<file path="config.mk">
export PLATFORM = sky130hd
export DESIGN_NAME = tmb_lookup
export DESIGN_NICKNAME = d
export VERILOG_FILES = /design/src/rtl/tmb_pkg.sv /design/src/rtl/tmb_lookup.sv
export SDC_FILE = /design/constraint.sdc
export NUM_CORES = 1
export LEC_CHECK = 0
export BUFFER_PORTS_ARGS = -buffer_cell sky130_fd_sc_hd__buf_2
export CORE_MARGIN = 4
export CORE_UTILIZATION = 35
export CTS_BUF_LIST = sky130_fd_sc_hd__clkbuf_4 sky130_fd_sc_hd__clkbuf_8
export CTS_CLUSTER_SIZE = 40
export DETAILED_ROUTE_END_ITERATION = 10
export HOLD_SLACK_MARGIN = 0.12
export PLACE_DENSITY_LB_ADDON = 0.2
export SLEW_MARGIN = 25
export SYNTH_ARGS = -nofsm -noshare
export SYNTH_HDL_FRONTEND = slang
export SYNTH_SLANG_ARGS = --single-unit
</file>
<file path="constraint.sdc">
create_clock -name i_clk -period 4.5 [get_ports i_clk]
set_clock_uncertainty 0.15 [all_clocks]
set_input_delay 0 -clock i_clk [delete_from_list [all_inputs] [get_ports i_clk]]
set_output_delay 0 -clock i_clk [all_outputs]
set_load 0.05 [all_outputs]
</file>
<file path="src/rtl/tmb_pkg.sv">
// Shared types and constants for the tile-map blit address generator.
// No dependencies.
`timescale 1ns / 1ps
package tmb_pkg;
    localparam int MAX_TILESETS = 8;
    localparam int SLOT_BITS    = (MAX_TILESETS > 1) ? $clog2(MAX_TILESETS) : 1;
    localparam int CNT_BITS     = 4;
    localparam int GID_BITS     = 16;
    localparam int COL_BITS     = 13;
    localparam int SZ_BITS      = 9;
    localparam int CELL_BITS    = 20;
    localparam int QC_BITS      = 20;
    localparam int COORD_BITS   = 24;
    localparam logic [COORD_BITS-1:0] COORD_MAX = '1;

    localparam logic ACT_LOAD = 1'b0;
    localparam logic ACT_TILE = 1'b1;
    localparam logic [0:0] REG_MAP_WIDTH = 1'b0;
    localparam logic [0:0] REG_TILESET_COUNT = 1'b1;

    // one table entry
    typedef struct packed {
        logic [GID_BITS-1:0] first_gid;
        logic [COL_BITS-1:0] columns;
        logic [SZ_BITS-1:0]  tile_w;
        logic [SZ_BITS-1:0]  tile_h;
    } t_entry;

    // product saturated to coordinate width
    function automatic logic [COORD_BITS-1:0] sat_coord(input logic [41:0] v);
        sat_coord = (v > 42'(COORD_MAX)) ? COORD_MAX : v[COORD_BITS-1:0];
    endfunction
endpackage

</file>
<file path="src/rtl/tmb_lookup.sv">
// Tileset table and priority match of a tile id against first ids.
// Depends on tmb_pkg.
`timescale 1ns / 1ps
module tmb_lookup
    import tmb_pkg::*;
(
    input  logic                 i_clk,
    input  logic                 i_rst_n,
    input  logic                 i_wr,
    input  logic [SLOT_BITS-1:0] i_wr_slot,
    input  t_entry               i_wr_entry,
    input  logic [CNT_BITS-1:0]  i_count,
    input  logic [GID_BITS-1:0]  i_gid,
    output logic                 o_found,
    output logic [SLOT_BITS-1:0] o_sel,
    output t_entry               o_entry
);
    t_entry r_tab [MAX_TILESETS];

    // table write, cleared by reset
    always_ff @(posedge i_clk) begin
        if (!i_rst_n) begin
            for (int i = 0; i < MAX_TILESETS; i++) r_tab[i] <= '0;
        end else if (i_wr) begin
            r_tab[i_wr_slot] <= i_wr_entry;
        end
    end

    // highest valid slot whose first id is not above the tile id
    always_comb begin
        o_found = 1'b0;
        o_sel   = '0;
        for (int i = 0; i < MAX_TILESETS; i++) begin
            if ((CNT_BITS+1)'(i) < {1'b0, i_count} && r_tab[i].first_gid <= i_gid) begin
                o_found = 1'b1;
                o_sel   = SLOT_BITS'(i);
            end
        end
        o_entry = r_tab[o_sel];
    end
endmodule

</file>
# [Word-level counts from Yosys, hierarchy flattened]
# Memories as Yosys holds them, arrays and structs flattened.
# Index checks and enable logic that the tools add are counted.
[totals] reg_bits=0 ram_bits=376 input_bits=73 word_cells=48 memories=1
[op_classes] n_lt_le_gt_ge=16 muxes=22 reduce_logical=9
[memory_table] memory="r_tab" words=8 word_bits=47 read_ports=9 rd_clocked_by_memory_dff=0 wr=8 line="tmb_lookup.sv:18" text="t_entry r_tab [MAX_TILESETS];"
[ops] operator="$le A16 B16 Y1" count=8
[ops] operator="$mux W47" count=1
[ops] operator="$reduce_or A47 Y1" count=1
[ops] operator="$mux W3" count=7
[ops] operator="$lt A3 B4 Y1 const A" count=4
[ops] operator="$mux W1" count=14
[ops] operator="$logic_and A1 B1 Y1" count=8
[ops] operator="$lt A1 B4 Y1 const A" count=2
[ops] operator="$lt A2 B4 Y1 const A" count=2

# [Logic depth before layout (Yosys ltp)]
# An unclocked memory read counts as a cell.
[logic_depth] word_depth=11 mapped_depth=14

# [Worst setup path before layout]
# Ideal clock, no wire load.
[synth_path] path_kind="input-to-reg" from="input port i_rst_n" to="memory r_tab[5][0] in the netlist's numbering (enable)" setup_ps=517 arrival_time_ps=3806 required_ps=3833 setup_slack_ps=28 path_stages=3 path_buffers=1 path_cell_list="clkbuf_1 nand3_1 o21ai_0"
[synth_lines] element="start, declared" line="tmb_lookup.sv:8" text="input logic i_rst_n,"
[synth_lines] element="end, declared" line="tmb_lookup.sv:18"

==> qor_table.md <==
| Parameter | This run |
|:---|:---|
| Layout cells sized above 1 | 0.216 |
| Synthesized cell area | 20500 um2 |
| Top library cells by usage in the layout, fill and taps aside | 376 x and2_1, 376 x edfxtp_1, 128 x ha_1, 93 x mux2i_1 |
| Congestion Overflow GR | 0 |
| Type of the setup path with the least slack | reg -> out |
| Data required time at the worst endpoint | 4350 ps |
| Max cap viols | 0 |
| Total setup violations reported at the end of the flow | 0 |
| Max Transition Viols Final | 0 |
| Register bit total from synthesis | 376 |
| Path class of the lowest-slack min-delay path | in -> reg |
| Final count of hold timing violations | 0 |
| Clock tree from TritonCTS | yes |
| Result of the run | finished, final reports clean |
| Initial core utilization | 0.354 |
| Count of fill cells added during filler insertion | 5423 |
| Max-Slew Margin vs Limit | 0.398 |
| Final routed wirelength across all metal layers | 61700 um |
| Power per cell area | 403 nW/um2 |
| TritonCTS sink count | 376 |
| H-tree depth | 3 |
| Maximum fanout along the worst path | 27 |
| Via count of the first global-routing pass | 14500 |
| Worst-case hold slack | 174 ps |
| Sequential share of the synthesized area | 0.551 |
| Regs by FF count | r_tab: 376 flops |
| First DRT Iteration DRCs | 1018 |
| Hold path start | i_wr_entry[26] |
| Horizontal extent of the die | 250 um |
| Crit path max-delay family | compound AO/OA/AOI/OAI gates |
| Proportion of register bits with asynchronous set or reset after synthesis | 0 |
| Routed len/inst | 23.0 um |
| Longest individual stage delay on the worst path | 580 ps |
| Count of flip-flops with a built-in enable after synthesis | 376 |
| Leakage | 9.28 nW |
| Fraction of post-synthesis cell area in the top cell type by area | 0.551 |
| Die Y-Extent | 250 um |
| Top achievable clock speed | 229 MHz |
| Post-Syn Nets | 1822 |
| Post-route DRC | 0 |
| Shortest clock period the worst path allows after layout | 4370 ps |
| IO Port Bufs | 123 |
| Maximum buffer depth of the clock tree | 3 |
| Vias/cell | 5.19 |
| Count of warnings emitted by yosys | 0 |
| I/O pin total | 124 |
| Cell count after synthesis | 1621 |
| Maximum number of pins on one net before global-route repair | 55 |
| End of the worst hold path | r_tab[4][26]$_SDFFCE_PN0P_ |
| Buf+Inv Stages, Crit Path | 4 |
| Critical Path Most Common Cell | buf_4 |
| Top area cells in the synthesized netlist | edfxtp_1 55%, and2_1 11%, ha_1 7.8% |
| Post-synthesis area per instance | 12.6 um2 |
| Clock slew seen by the registers of the worst setup and hold paths | 60 ps |
| Clock buffer count from CTS | 69 |
| Via Count | 13900 |
| Worst Tran Pin Value | 901 ps |
| Number of flip-flops under the largest register name | 376 |
| Worst supply voltage drop on vdd | 0.000241 V |
| Critical Path Start Type | flop |
| Slowest cell on crit path | or4_4 |
| Number of antenna violations at the first check in global routing | 3 |
| Total GRT Usage | 0.192 |
| Cell taking the most area after synthesis | edfxtp_1 |
| Cells traversed along the worst timing path | ha_1 -> nand4_1 -> or4_4 -> o221ai_4 -> o31ai_4 -> o31a_4 -> buf_12 -> buf_4 -> clkbuf_16 -> mux2i_1 -> a211oi_2 -> buf_4 |
| Portion of the clock cycle consumed by the worst path in the final layout | 0.972 |
| Top register by number of flip-flops | r_tab |
| Wire length of the first global-routing pass | 91400 um |
| Initial DRT Pass Iterations | 5 |
| Post-synthesis to final-layout area growth | 20.9% |
| Full die area | 62500 um2 |
| Total power | 0.00997 W |
| Fin nets | 2059 |
| Data arrival time of the worst path | 4220 ps |
| Worst slack at placement | 157 ps |
| Leading register cell type out of synthesis | edfxtp_1 |
| Nature of the critical path endpoint | output port |
| Clk root buf | clkbuf_8 |
| Unrepaired setup endpoints after global routing | yes |
| Number of library cell types mapped by synthesis | 64 |
| Number of standard-cell rows in the floorplan | 88 |
| HPWL Detailed | 38300 um |
| Post-route worst setup slack | 126 ps |
| Hold path cells | 3 |
| Core ar. | 57800 um2 |
| Antenna-violating nets left | 0 |
| RD Place Congestion | 0.910 |
routing by layer:
layer,up-vias,wire length [um],GRT usage
met1,6909,28800,0.268
met2,382,28400,0.306
met4,2,1410,0.0571
met3,90,3120,0.0353
met5,-,7,0
li1,6531,-,-
worst min-delay path, delay by kind of cell:
family	cells	cell delay, ps
and+or+nand+nor	1	130
buffers and inverters	2	700
cells in the mapped netlist, types with 4 or more instances:
cell / number
mux2_2: 40
nand2_1: 26
o21a_1: 10
nand4_1: 22
nand3_1: 5
mux2i_1: 93
a211oi_2: 39
buf_2: 10
a21oi_1: 39
nand2b_1: 94
o211ai_1: 4
buf_6: 7
o21ai_0: 24
inv_1: 28
and2_1: 376
a211oi_1: 16
clkbuf_1: 57
nor3_1: 9
ha_1: 128
buf_4: 16
nor2_1: 27
a21o_1: 9
o22ai_1: 92
nor2b_1: 7
nor4_1: 4
edfxtp_1: 376
mux2_4: 6
repair_timing:
action | CTS | global route
gates resized for setup | 27 | 40
setup endpoints to repair | 47 | 47
cloned | 0 | 3
buffers inserted | 2 | 6
pin swaps | 3 | 6
hold buffers | 80 | 0
endpoints found under the hold margin | 472 | 0
layout make-up:
type | count | area (um2) | area share
clock buffers | 99 | 1190 | 0.0482
inverters | 31 | 116 | 0.00470
well taps | 765 | 957 | 0.0386
diodes | 3 | 7.51 | 0.000303
multi-input cells | 1122 | 8850 | 0.357
flip-flops and latches | 376 | 11300 | 0.456
repair buffers | 258 | 2200 | 0.0889
clock inverters | 26 | 151 | 0.00611
metrics by stage:
stage / setup TNS, ps / cell area (um2) / util / cells
4_1_cts: -0.268 / 24500 / 0.423 / 2667
3_3_place_gp: 0 / 22200 / 0.384 / 2460
2_1_floorplan: 0 / 20500 / - / 1621
5_1_grt: -113 / 24800 / 0.428 / 2679
6_report: 0 / 24800 / 0.428 / 2680
3_5_place_dp: 0 / 22200 / 0.384 / 2460
how the worst max path moves through the flow:
stage                                     startpoint                         to  slack (ps)  depth (start not counted)
after floorplan                              i_rst_n  r_tab[5][0]$_SDFFCE_PN0P_          30                          3
final                     r_tab[4][40]$_SDFFCE_PN0P_                o_entry[38]         130                         12
after global placement    r_tab[3][41]$_SDFFCE_PN0P_                o_entry[31]         170                         12
after CTS                 r_tab[3][45]$_SDFFCE_PN0P_                 o_entry[7]        -0.3                         13
after global routing      r_tab[4][40]$_SDFFCE_PN0P_                o_entry[44]         -20                         11
after detailed placement                   i_gid[10]                o_entry[31]         160                         14
power breakdown:
part / switching (W) / internal [W]
Combinational: 0.00162 / 0.000948
Clock: 0.00147 / 0.00177
Sequential: 0.0000854 / 0.00408
cells by family (layout without fill, tap and decap cells):
group / Yosys count / count (layout) / synth area share
AOI/OAI and AO/OA: 271 / 271 / 0.0984
adders and majority gates: 128 / 128 / 0.0782
buffers and inverters: 123 / 414 / 0.0286
DFF: 376 / 376 / 0.551
muxes: 139 / 139 / 0.0718
other: 0 / 3 / 0
and+or+nand+nor: 584 / 584 / 0.172
Power figures use the tool's default switching activity.
