## src/rtl/tmb_pkg.sv

```systemverilog
// Shared types and constants for the tile-map blit address generator.
// No dependencies.
`timescale 1ns / 1ps
package tmb_pkg;
    localparam int MAX_TILESETS = 8;
    localparam int SLOT_BITS    = (MAX_TILESETS > 1) ? $clog2(MAX_TILESETS) : 1;
    localparam int CNT_BITS     = 4;
    localparam int GID_BITS     = 16;
    localparam int COL_BITS     = 13;
    localparam int SZ_BITS      = 9;
    localparam int CELL_BITS    = 20;
    localparam int QC_BITS      = 20;
    localparam int COORD_BITS   = 24;
    localparam logic [COORD_BITS-1:0] COORD_MAX = '1;

    localparam logic ACT_LOAD = 1'b0;
    localparam logic ACT_TILE = 1'b1;
    localparam logic [0:0] REG_MAP_WIDTH = 1'b0;
    localparam logic [0:0] REG_TILESET_COUNT = 1'b1;

    // one table entry
    typedef struct packed {
        logic [GID_BITS-1:0] first_gid;
        logic [COL_BITS-1:0] columns;
        logic [SZ_BITS-1:0]  tile_w;
        logic [SZ_BITS-1:0]  tile_h;
    } t_entry;

    // product saturated to coordinate width
    function automatic logic [COORD_BITS-1:0] sat_coord(input logic [41:0] v);
        sat_coord = (v > 42'(COORD_MAX)) ? COORD_MAX : v[COORD_BITS-1:0];
    endfunction
endpackage

```

## src/rtl/tmb_divider.sv

```systemverilog
// Pipelined restoring divider: one quotient bit per stage, divisor travels along.
// Depends on tmb_pkg.
`timescale 1ns / 1ps
module tmb_divider
    import tmb_pkg::*;
(
    input  logic                 i_clk,
    input  logic                 i_en,
    input  logic [QC_BITS-1:0]   i_num,
    input  logic [COL_BITS-1:0]  i_den,
    output logic [QC_BITS-1:0]   o_quo,
    output logic [COL_BITS-1:0]  o_rem
);
    logic [QC_BITS-1:0]  r_q   [QC_BITS+1];
    logic [COL_BITS:0]   r_rm  [QC_BITS+1];
    logic [COL_BITS-1:0] r_d   [QC_BITS+1];

    always_comb begin
        r_q[0]  = i_num;
        r_rm[0] = '0;
        r_d[0]  = i_den;
    end

    // each stage shifts one numerator bit into the remainder
    for (genvar s = 0; s < QC_BITS; s++) begin : g_stage
        logic [COL_BITS+1:0] n_sh;
        logic                n_ge;
        always_comb begin
            n_sh = {r_rm[s], r_q[s][QC_BITS-1]};
            n_ge = n_sh >= {2'b0, r_d[s]};
        end
        always_ff @(posedge i_clk) begin
            if (i_en) begin
                r_rm[s+1] <= n_ge ? (COL_BITS+1)'(n_sh - {2'b0, r_d[s]})
                                  : n_sh[COL_BITS:0];
                r_q[s+1]  <= {r_q[s][QC_BITS-2:0], n_ge};
                r_d[s+1]  <= r_d[s];
            end
        end
    end

    assign o_quo = r_q[QC_BITS];
    assign o_rem = r_rm[QC_BITS][COL_BITS-1:0];
endmodule

```

## config.mk

```make
export PLATFORM = sky130hd
export DESIGN_NAME = tmb_divider
export DESIGN_NICKNAME = d
export VERILOG_FILES = /design/src/rtl/tmb_pkg.sv /design/src/rtl/tmb_divider.sv
export SDC_FILE = /design/constraint.sdc
export NUM_CORES = 1
export LEC_CHECK = 0
export CAP_MARGIN = 30
export CORE_MARGIN = 2
export CORE_UTILIZATION = 50
export CTS_CLUSTER_SIZE = 10
export DETAILED_ROUTE_END_ITERATION = 10
export DONT_BUFFER_PORTS = 1
export SLEW_MARGIN = 20
export SYNTH_ARGS = -nofsm -noshare
export SYNTH_HDL_FRONTEND = slang
export SYNTH_SLANG_ARGS = --single-unit
```

## constraint.sdc

```tcl
create_clock -name i_clk -period 6.12 [get_ports i_clk]
set_input_delay 0.306 -clock i_clk [delete_from_list [all_inputs] [get_ports i_clk]]
set_output_delay 0.306 -clock i_clk [all_outputs]
set_load 0.02 [all_outputs]
```

Word level (Yosys, flattened, before mapping)
Index checks and enable logic that the tools add are counted.
{ "totals": {"reg_bits": 926, "latchBits": 0, "ram_bits": 0, "rom_bits": 0, "in_bits": 35, "mem_count": 0} }
{ "op_classes": {"addsub": 20, "multipliers": 0, "div_mod_pow": 0, "n_lt_le_gt_ge": 20, "n_eq_ne": 0, "shifts": 0, "muxes": 20, "n_bitwise": 0, "reduce_logical": 0} }
{ "op_table": {"columns": ["cell", "n"], "rows": [
  ["15-bit by 13-bit greater-or-equal comparator with 1-bit output", 19],
  ["14-bit two-way mux", 18],
  ["14-bit by 13-bit subtractor with 14-bit output", 18],
  ["1-bit by 13-bit subtractor with 14-bit output", 1],
  ["1-bit by 13-bit greater-or-equal comparator with 1-bit output", 1],
  ["13-bit two-way mux", 1],
  ["13-bit subtractor", 1],
  ["1-bit two-way mux", 1]
]} }

Depth between registers and ports, before layout
Gate-level depths: netlist of the first run.
{ "logic_depth": {"depth_word": 2, "depth_mapped": 10, "ltp_nobuf": 10} }

Least setup slack after synthesis of the first run
OpenSTA, ideal clock, no wires.
{ "synth_path": {"path_type": "register to register", "startpoint": "reg r_rm, in the netlist g_stage[2].n_sh[1]", "endpoint": "reg r_rm, in the netlist g_stage[3].n_sh[11] (data pin)", "arrival_time_ps": 2406, "t_required_ps": 5860, "setup_slack_ps": 3453, "path_stages_with_launch": 10, "period_less_slack_ps": 2667, "cell_sequence": "edfxtp_1 > ha_1 > nor2b_1 > o31a_1 > o31ai_1 > o22a_2 > and2_1 > buf_6 > buf_6 > mux2_4"} }
{ "synth_between": {"elab_chain_len": 2, "word_cells_on_any_way": 3, "classes_between": "add/sub: 1; order compare: 1; mux: 1"} }
{ "synth_lines": {"columns": ["item", "line_no", "rtl"], "rows": [
  ["start: declaration", "tmb_divider.sv:15", "logic [COL_BITS:0] r_rm [QC_BITS+1];"],
  ["start signal: indexed assignment", "tmb_divider.sv:34", "r_rm[s+1] <= n_ge ? (COL_BITS+1)'(n_sh - {2'b0, r_d[s]})"],
  ["14-bit by 13-bit subtractor with 14-bit output / 15-bit by 13-bit greater-or-equal comparator with 1-bit output (equally long branches)", "tmb_divider.sv:34, tmb_divider.sv:30", null],
  ["14-bit two-way mux *", "tmb_divider.sv:34", null]
]} }
Every way passes the cells marked *; elsewhere a longest branch is shown, timed or not.
A chain may end at the register's enable or synchronous reset.

Worst setup path in the final report of the first run
{ "layout_path": {"startpoint": "reg r_d[217] in the netlist's numbering", "endpoint": "reg r_rm, in the netlist g_stage[5].n_sh[2] (data pin)"} }
{ "layout_between": {"elab_chain_len": 2} }
{ "layout_lines": {"columns": ["item", "line_no", "rtl"], "rows": [
  ["start: declaration", "tmb_divider.sv:16", "logic [COL_BITS-1:0] r_d [QC_BITS+1];"],
  ["start signal: indexed assignment", "tmb_divider.sv:37", "r_d[s+1] <= r_d[s];"],
  ["15-bit by 13-bit greater-or-equal comparator with 1-bit output", "tmb_divider.sv:30", "n_ge = n_sh >= {2'b0, r_d[s]};"],
  ["14-bit two-way mux", "tmb_divider.sv:34", null]
]} }
No other way between the ends.

==> flow_results.org, run 1 <==
** Yosys
- Number of warnings printed during yosys synthesis :: 0
- Among all flip-flop cells after synthesis, the most frequent one is sky130_fd_sc_hd__edfxtp_1.
- Fraction of post-synthesis cell area in the top cell type by area :: 62.08%
- Number of distinct library cells after synthesis :: slightly above 90
- Synthesis handed over a netlist of 3190 instances.
- Synthesis inferred ~900 register bits.
- Top cells by area in the synthesized netlist :: sky130_fd_sc_hd__edfxtp_1 (62%), sky130_fd_sc_hd__ha_1 (7.5%), sky130_fd_sc_hd__mux2_2 (4.7%)
- Sequential area share after synthesis :: roughly 62%
- Synthesized area :: 0.04479 mm²
- Avg Synthesized Cell Area :: between 10 and 15 µm²
- When the netlist entered floorplanning its net count stood at around 3500.
- Yosys mapped a number of flops with a built-in enable equal to 926.
- sky130_fd_sc_hd__edfxtp_1 takes more of the synthesized area than any other cell.
- Fraction of registers with async set or reset after synthesis :: 0%

** Worst setup path
- The startpoint identified for the worst register-to-register timing path is r_d[217].
- The worst setup path is captured at a flop.
- For this design, the slowest cell found on the critical path is sky130_fd_sc_hd__and2_1.
- Largest stage delay on the critical path :: about 0.66 ns
- Tracing the worst setup path back leads to its startpoint at r_d[217].
- The critical path is of the flop to flop type.
- Together, buffers and inverters on the worst path number 1.
- Setup slack of the worst register-to-register path :: between 2 and 3 ns
- By instance count, the cell type seen most on the critical path is sky130_fd_sc_hd__nor3_1.
- The worst setup path is launched from a flop.
- In this run the worst path has a maximum fanout of 14.
- The signal on the critical path passes through inv_1 > ha_1 > and4_1 > nand3_1 > nor3_1 > nor3_1 > and2_1 > mux2_2.
- Grouping stages by cell kind, the critical path spends the most delay in simple AND/OR/NAND/NOR gates.
- At the worst endpoint, the arrival time is about 3.7 ns.
- At the worst endpoint, the required time is 6.51 ns.

** Global routing
- Number of global-route vias before repair :: about 25000
- Total overflow reported by the global router :: 0
- Entering global routing, the biggest net connects between 900 and 1000 pins.
- Total global routing track utilization :: a little under a fifth
- Antenna violations before repair :: 0
- Wire length of the first global-routing pass :: between 100000 and 150000 µm

** Route
- Detailed-routed wire length on met2 :: roughly 43000 µm
- Using the TritonRoute via totals, the vias-per-cell ratio works out to roughly 5.6.
- Vias after detailed routing :: 25170
- DRC violations left :: 0
- The count of nets left with antenna violations once routing finished came out at 0.
- Detailed-routing iteration count for the pre-antenna-repair pass :: 8
- Max Used Layer :: met4
- For this block, wires on met1 add up to 36520 µm.
- In this run, the number of DRC markers left after iteration 0 of detailed routing was roughly 1700.
- Dividing the detail-routed wire length by the instance count gives approximately 19 µm.
- The final layout contains routed wiring with a total length of 85050 µm.
- Wire segments on met3 add up to between 2000 and 3000 µm in the final route.

** Hold path
- Beginning of the worst hold path :: i_den[0]
- The worst hold path belongs to the class input port to flop.

** Clocking
- TritonCTS built the clock tree.
- Max clock buf depth :: 3
- At the later pin of the worst-skew pair, clock insertion delay measures about 0.69 ns.
- Total number of H-tree levels :: 3
- After clock tree synthesis, the clock-pin slew on the worst setup and hold paths is around 0.050 ns.
- # clock sinks :: between 900 and 1000
- Cts bufs inserted :: 106
- The tree is rooted in a sky130_fd_sc_hd__clkbuf_16.

** Place
- The wire-length estimate of the detail-placed layout is 58600 µm.
- Last weighted congestion value of the routability-driven placer :: slightly below 0.9
- Port Buf Inserts :: 0

** Floorplanning
- Num ports :: 68
- The core region is around 0.089 mm².
- Num rows :: 109
- Measured along the x axis, the die boundary spans approximately 300 µm.
- From bottom edge to top edge, the die measures 303.3 µm.
- The die covers 0.09200 mm².
- Initial core utilization :: between 50% and 60%

** Status
- Run status :: complete, no violations

** Run
- The tool flagged a number of max-cap violations equal to 0.

** Power
- Leakage power summed over all cells :: 18.81 nW
- VDD sags by at most roughly 0.24 mV.
- In this run the power density over the cells is between 400 and 500 mW/mm².

** Timing
- For this run, the top clock speed supported by timing is between 300 and 400 MHz.
- Remaining max-slew budget at the tightest pin :: ~27%
- At the pin with the least slew margin, the transition time is roughly 1.1 ns.
- The total count of hold-check failures in the final report came to 0.
- Setup Skew :: 0.04776 ns
- Setup repair after global routing left no endpoint under its margin.
- Setup TNS :: 0 ns
- On the final layout, the worst hold slack is approximately 0.047 ns.
- Final Cycle Share :: between 50% and 60%
- The final number of max-transition violations is 0.
- Setup violations remaining at the end of the flow were counted as 0.
- The worst path needs around 3.3 ns of the cycle, external delays included.

** Finish
- Area growth, synth to finish :: 10.11%
- In the final layout, the share of cells above drive strength 1 is 11.88%.
- The net count of the finished layout is between 3000 and 4000.
- Number of inserted diodes :: 0
==> report_power, final <==
part	switching [mW]	leakage, nW	internal (mW)	total, mW
clock	2.37	1.44	3.21	5.59
sequential	0.777	9.00	8.73	9.51
combinational	4.36	8.38	4.11	8.47
total	7.51	18.8	16.1	23.6
==> cells in the mapped netlist (8+ instances only) <==
cell type,n
sky130_fd_sc_hd__and4_1,10
sky130_fd_sc_hd__a41o_1,8
sky130_fd_sc_hd__buf_4,27
sky130_fd_sc_hd__buf_6,10
sky130_fd_sc_hd__a31oi_1,8
sky130_fd_sc_hd__o21ai_0,135
sky130_fd_sc_hd__mux2i_1,24
sky130_fd_sc_hd__or3_1,16
sky130_fd_sc_hd__nand3b_1,10
sky130_fd_sc_hd__nor4_1,16
sky130_fd_sc_hd__nand3_1,54
sky130_fd_sc_hd__a21boi_0,11
sky130_fd_sc_hd__a31o_2,12
sky130_fd_sc_hd__clkbuf_1,17
sky130_fd_sc_hd__o31ai_1,12
sky130_fd_sc_hd__fa_1,19
sky130_fd_sc_hd__nor2b_1,30
sky130_fd_sc_hd__and3_1,15
sky130_fd_sc_hd__inv_1,312
sky130_fd_sc_hd__xnor2_1,106
sky130_fd_sc_hd__a211oi_1,33
sky130_fd_sc_hd__o31a_1,21
sky130_fd_sc_hd__nand4_1,34
sky130_fd_sc_hd__nand2b_1,22
sky130_fd_sc_hd__a21oi_1,169
sky130_fd_sc_hd__a21o_1,83
sky130_fd_sc_hd__a211o_1,15
sky130_fd_sc_hd__nor2_1,140
sky130_fd_sc_hd__buf_2,8
sky130_fd_sc_hd__o21bai_1,27
sky130_fd_sc_hd__nand2_1,63
sky130_fd_sc_hd__nor3_1,36
sky130_fd_sc_hd__edfxtp_1,926
sky130_fd_sc_hd__ha_1,267
sky130_fd_sc_hd__mux2_4,26
sky130_fd_sc_hd__a2111oi_0,10
sky130_fd_sc_hd__o21a_1,61
sky130_fd_sc_hd__mux2_2,188
sky130_fd_sc_hd__o211ai_1,20
sky130_fd_sc_hd__and2_1,12
sky130_fd_sc_hd__xor2_1,58
==> state kept, by name, summed over array words and instances, names as in the netlist <==
name	cells
r_d	247
g_stage.n_sh	285
o_quo	20
o_rem	13
r_q	361
==> layer usage <==
metal  track usage (%)  up-vias
li1                  -    12260
met5                 0        -
met4             6.746        0
met1             23.72    12320
met3             3.127      165
met2             32.34      429
==> final timing paths <==
kind | depth (start not counted) | end
max reg2reg | 8 | g_stage[5].n_sh[2]
min reg2reg | 0 | r_q[41]
max | 8 | g_stage[5].n_sh[2]
min | 2 | g_stage[1].n_sh[1]
==> area by class of cell <==
class | instances | area, µm²
Clock buffer | 123 | 2738
Clock inverter | 17 | 231.5
Fill cell | 7203 | 39320
Inverter | 313 | 1175
Multi-Input combinational cell | 1886 | 15370
Sequential cell | 926 | 27810
Tap cell | 1165 | 1458
Timing Repair Buffer | 44 | 546.8
==> layout by cell type, fill, tap and decap left out, types with 8 or more instances in the layout <==
| master | netlist | routed |
|---|---|---|
| sky130_fd_sc_hd__a21boi_0 | 11 | 11 |
| sky130_fd_sc_hd__nand4_1 | 34 | 34 |
| sky130_fd_sc_hd__o31a_1 | 21 | 21 |
| sky130_fd_sc_hd__nor3_1 | 36 | 36 |
| sky130_fd_sc_hd__a2111oi_0 | 10 | 10 |
| sky130_fd_sc_hd__clkbuf_16 | 0 | 107 |
| sky130_fd_sc_hd__or3_1 | 16 | 16 |
| sky130_fd_sc_hd__mux2_4 | 26 | 26 |
| sky130_fd_sc_hd__and3_1 | 15 | 15 |
| sky130_fd_sc_hd__a21o_1 | 83 | 83 |
| sky130_fd_sc_hd__clkbuf_1 | 17 | 16 |
| sky130_fd_sc_hd__o21a_1 | 61 | 61 |
| sky130_fd_sc_hd__xnor2_1 | 106 | 106 |
| sky130_fd_sc_hd__and4_1 | 10 | 10 |
| sky130_fd_sc_hd__nand2_1 | 63 | 63 |
| sky130_fd_sc_hd__mux2i_1 | 24 | 24 |
| sky130_fd_sc_hd__a211o_1 | 15 | 15 |
| sky130_fd_sc_hd__nand2b_1 | 22 | 22 |
| sky130_fd_sc_hd__a41o_1 | 8 | 8 |
| sky130_fd_sc_hd__dlygate4sd3_1 | 0 | 34 |
| sky130_fd_sc_hd__inv_1 | 312 | 312 |
| sky130_fd_sc_hd__o21bai_1 | 27 | 27 |
| sky130_fd_sc_hd__o211ai_1 | 20 | 20 |
| sky130_fd_sc_hd__mux2_2 | 188 | 188 |
| sky130_fd_sc_hd__nand3_1 | 54 | 54 |
| sky130_fd_sc_hd__nor4_1 | 16 | 16 |
| sky130_fd_sc_hd__fa_1 | 19 | 19 |
| sky130_fd_sc_hd__nand3b_1 | 10 | 10 |
| sky130_fd_sc_hd__edfxtp_1 | 926 | 926 |
| sky130_fd_sc_hd__and2_1 | 12 | 12 |
| sky130_fd_sc_hd__a31o_2 | 12 | 12 |
| sky130_fd_sc_hd__a31oi_1 | 8 | 8 |
| sky130_fd_sc_hd__o31ai_1 | 12 | 12 |
| sky130_fd_sc_hd__a21oi_1 | 169 | 169 |
| sky130_fd_sc_hd__nor2_1 | 140 | 140 |
| sky130_fd_sc_hd__a211oi_1 | 33 | 33 |
| sky130_fd_sc_hd__o21ai_0 | 135 | 135 |
| sky130_fd_sc_hd__xor2_1 | 58 | 58 |
| sky130_fd_sc_hd__ha_1 | 267 | 267 |
| sky130_fd_sc_hd__nor2b_1 | 30 | 30 |
==> logic make-up after synthesis <==
kind of cell / synth area share, %
AOI/OAI and AO/OA: 10.96
xor gates and xnor gates: 3.207
adders and majority gates: 8.307
buffers and inverters: 3.626
DFF: 62.08
muxes: 6.209
and+or+nand+nor: 5.617
==> worst reg2reg max path, stage by stage, from the launching register on <==
cell	delay (ns)
sky130_fd_sc_hd__edfxtp_1	0.41
sky130_fd_sc_hd__inv_1	0.06
sky130_fd_sc_hd__ha_1	0.36
sky130_fd_sc_hd__and4_1	0.28
sky130_fd_sc_hd__nand3_1	0.15
sky130_fd_sc_hd__nor3_1	0.08
sky130_fd_sc_hd__nor3_1	0.63
sky130_fd_sc_hd__and2_1	0.66
sky130_fd_sc_hd__mux2_2	0.41
==> stage by stage <==
| step | utilization [%] | setup WS, ns | instances | power (mW) | instance area (µm²) |
|---|---|---|---|---|---|
| floorplan | - | 3.453 | 3190 | 16.06 | 44790 |
| detailed placement | 51.70 | 2.681 | 4292 | 17.91 | 45830 |
| finish | 55.64 | 2.794 | 4474 | 23.56 | 49320 |
| global placement | 51.68 | 2.674 | 4291 | 17.73 | 45820 |
| CTS | 55.42 | 2.694 | 4465 | 23.67 | 49130 |
| global route | 55.64 | 2.559 | 4474 | 25.08 | 49320 |
==> repair_timing <==
item | CTS | global route
hold buffers | 33 | 2
endpoints found under the hold margin | 408 | 51
setup buffers | 0 | 0
resized for setup | 0 | 0
Note: power is estimated with default switching activity, not from simulation.
==> inputs of run 2 (changes only) <==
PLACE_DENSITY = 0.68   (was default)
clock period = 2.9 ns   (was 6.12 ns; I/O delays follow)
==> run 2 against run 1 <==
Compared with the run above:
- non-clock buffer count is 77 higher
- sequential power is 110% higher
- hold slack better by 0.039 ns
- critical endpoint is now g_stage[13].n_sh[11]
==> flow_results.org, run 2 (same netlist as run 1, synthesis figures left out) <==
** Status
- Run status: complete, no violations (unchanged).

** Power
- Max VDD drop :: 0.4755 mV (was 0.2413 mV)
- Leakage power summed over all cells :: 19.22 nW (was 18.81 nW)
- Power density normalized to cell area :: 1016 mW/mm² (was 477.7 mW/mm²)

** Clocking
- Cts bufs inserted :: 107 (was 106)
- The root buffer selected by CTS is sky130_fd_sc_hd__clkbuf_16 (unchanged).
- The clock-pin slew of the registers on the worst-case setup and hold paths is 0.05 ns (about the same).
- The number of levels in the clock H-tree is 3 (unchanged).
- The maximum clock insertion buffer count was 3 (unchanged).
- The clock latency at the later pin of the worst-skew pair was 0.69 ns (about the same).
- The total number of clock tree sinks is 926 (unchanged).
- Clock tree from TritonCTS :: built (unchanged)

** Global routing
- The remaining global-route overflow was 0 (unchanged).
- The first-pass GRT wire length was 140000 µm (was 135800 µm).
- The via count of the first global-routing pass came to 26080 (was 25140).
- Pin count of the biggest net entering global routing :: 927 (unchanged)
- Antenna violations before repair :: 0 (unchanged)
- Total global routing track utilization :: 19.26% (was 18.68%)

** Route
- Per-cell routed wire length :: 19.29 µm (was 19.01 µm)
- Via-to-Cell Ratio :: 5.664 (was 5.626)
- The final routed wirelength across all metal layers is 87920 µm (was 85050 µm).
- The number of remaining DRC errors was 0 (unchanged).
- The initial detailed-routing violation count is 1835 (was 1669).
- The via count is 25810 (was 25170).
- DRT antenna net count :: 0 (unchanged)
- Detailed-routing iteration count for the pre-antenna-repair pass :: 7 (was 8)

** Finish
- The fraction of final layout cells sized beyond drive strength 1 came to 14.39% (was 11.88%).
- The area of the multi-input gates is 0.01547 mm² (was 0.01537 mm²).
- Number of inserted diodes :: 0 (unchanged)
- Commonest cells after routing, fill and taps aside :: sky130_fd_sc_hd__edfxtp_1 (926), sky130_fd_sc_hd__inv_1 (312), sky130_fd_sc_hd__ha_1 (267) (unchanged)
- Number of filler instances in the final layout :: 7023 (was 7203)
- The post-route standard cell area excluding fillers was 0.05006 mm² (was 0.04932 mm²).
- Non-filler instance count after layout :: 4557 (was 4474)
- The layout overhead on the synthesized area was 11.75% (was 10.11%).
- The flip-flop and latch area was 0.02781 mm² (unchanged).
- The flip-flop count of the largest register after layout came to 361 (unchanged).
- Most common library cell in the layout ignoring fill and taps :: sky130_fd_sc_hd__edfxtp_1 (unchanged)
- Largest Register :: r_q (unchanged)
- The count of nets after finishing is 3676 (was 3598).

** Worst setup path
- The highest net fanout along the worst path is 3 (was 14).
- The worst setup path category is flop to flop (unchanged).
- The endpoint required time on the critical path is 3.33 ns (was 6.51 ns).
- The launching element type of the critical path is a flop (unchanged).
- The depth of the most critical reg-to-reg path was 10 (was 8).
- The capturing element type of the critical path was a flop (unchanged).
- Crit path arrival time :: 3.23 ns (was 3.72 ns)

** Floorplanning
- The number of rows created at floorplan came to 109 (unchanged).
- Die height :: 303.3 µm (unchanged)
- The effective utilization at floorplan came to 50.53% (unchanged).
- Standard cell core area :: 0.08865 mm² (unchanged)
- The area of the die is 0.09200 mm² (unchanged).
- The die width came to 303.3 µm (unchanged).
- Num ports :: 68 (unchanged)

** Timing
- Highest clock frequency the design can meet :: 356.6 MHz (was 300.7 MHz)
- The relative slew slack was 7.111% (was 27.29%).
- Final critical path time including I/O delays and setup :: 2.804 ns (was 3.326 ns)
- Final Cycle Share :: 96.69% (was 54.34%)
- Setup TNS :: 0 ns (unchanged)
- Worst-Margin Slew :: 1.393 ns (was 1.091 ns)
- Count of final hold-check violations :: 0 (unchanged)
- Setup Skew :: 0.02034 ns (was 0.04776 ns)
- The final number of max-transition violations is 0 (unchanged).
- Final worst setup slack :: 0.09605 ns (was 2.794 ns)
- Count of final setup violators :: 0 (unchanged)

** Place
- Port Buf Inserts :: 0 (unchanged)
- The half-perimeter wire length after detailed placement came to 60650 µm (was 58600 µm).
- The cell count after placement was 4368 (was 4292).
- The placed standard-cell area was 0.04645 mm² (was 0.04583 mm²).
- Pre-CTS setup slack :: -0.09658 ns (was 2.681 ns)
- Last weighted congestion value of the routability-driven placer :: 0.9168 (was 0.8800)

** Run
- The total of max-cap violations is 0 (unchanged).

** Hold path
- Hold Crit Class :: input port to flop (unchanged)
- Number of cells traversed by the worst hold path :: 1 (was 2)
[run 2: changes by cell type in the layout (fill, tap and decap cells not counted), moves of 3 or more]
cell                        delta
sky130_fd_sc_hd__buf_4        +74
sky130_fd_sc_hd__buf_12        +7
sky130_fd_sc_hd__clkbuf_1      +5
sky130_fd_sc_hd__fa_1          -4
sky130_fd_sc_hd__fa_2          +4
sky130_fd_sc_hd__a211oi_1      -3
sky130_fd_sc_hd__a211oi_2      +3
sky130_fd_sc_hd__buf_6         -3
sky130_fd_sc_hd__clkinv_1      -3
sky130_fd_sc_hd__clkinv_16     -3
sky130_fd_sc_hd__inv_16        +3
[run 2: final timing paths]
kind | from | end | slack [ns]
worst max-delay path | g_stage[12].n_sh[0] | g_stage[13].n_sh[11] | 0.1
worst min-delay path | i_num[15] | r_q[396] | 0.09
worst max register to register | g_stage[12].n_sh[0] | g_stage[13].n_sh[11] | 0.1
worst min register to register | r_q[244] | r_q[225] | 0.40
[run 2: worst max-delay path, stage by stage, from the launching register on]
cell and delay, ns:
sky130_fd_sc_hd__edfxtp_1 0.36, sky130_fd_sc_hd__inv_1 0.11, sky130_fd_sc_hd__ha_1 0.15, sky130_fd_sc_hd__inv_1 0.04
sky130_fd_sc_hd__fa_1 0.43, sky130_fd_sc_hd__a211o_1 0.34, sky130_fd_sc_hd__a21o_1 0.20, sky130_fd_sc_hd__a31o_2 0.27
sky130_fd_sc_hd__a41o_1 0.25, sky130_fd_sc_hd__xor2_1 0.14, sky130_fd_sc_hd__mux2_2 0.26
[run 2: timing repair]
item | in CTS | in global routing
setup buffers | 0 | 3
hold endpoints to repair | 825 | 25
pin swaps | 0 | 1
hold buffers | 33 | 2
resized for setup | 5 | 18
setup endpoints to repair | 37 | 72
[run 2: where the power goes]
| part | switching (mW) | internal [mW] | leakage [nW] |
|---|---|---|---|
| Sequential | 1.68 | 18.4 | 9.00 |
| Combinational | 9.67 | 9.27 | 8.77 |
| Clock | 4.97 | 6.81 | 1.45 |
[run 2: per-layer routing]
| layer | global-route usage, % | wire, µm | vias up |
|---|---|---|---|
| li1 | - | - | 12410 |
| met1 | 24.29 | 37130 | 12560 |
| met2 | 33.09 | 44010 | 649 |
| met3 | 2.927 | 3472 | 190 |
| met4 | 8.287 | 3311 | 0 |
| met5 | 0 | 0 | - |
[run 2: final cells by class]
cell class	count	share of cell area (%)
sequential	926	55.55
multi-input combinational	1886	30.91
clock buffer	128	5.506
tap	1165	2.912
timing repair buffer	121	2.359
inverter	313	2.352
clock inverter	18	0.4174
[run 2: through the flow]
step / util [%] / total power [mW] / hold WS [ns]
floorplan: - / 33.89 / 0.2439
CTS: 56.14 / 50.75 / -0.3554
global route: 56.47 / 53.96 / 0.05392
finish: 56.47 / 50.84 / 0.08541
global placement: 52.40 / 38.05 / 0.2439
detailed placement: 52.40 / 38.55 / 0.2439
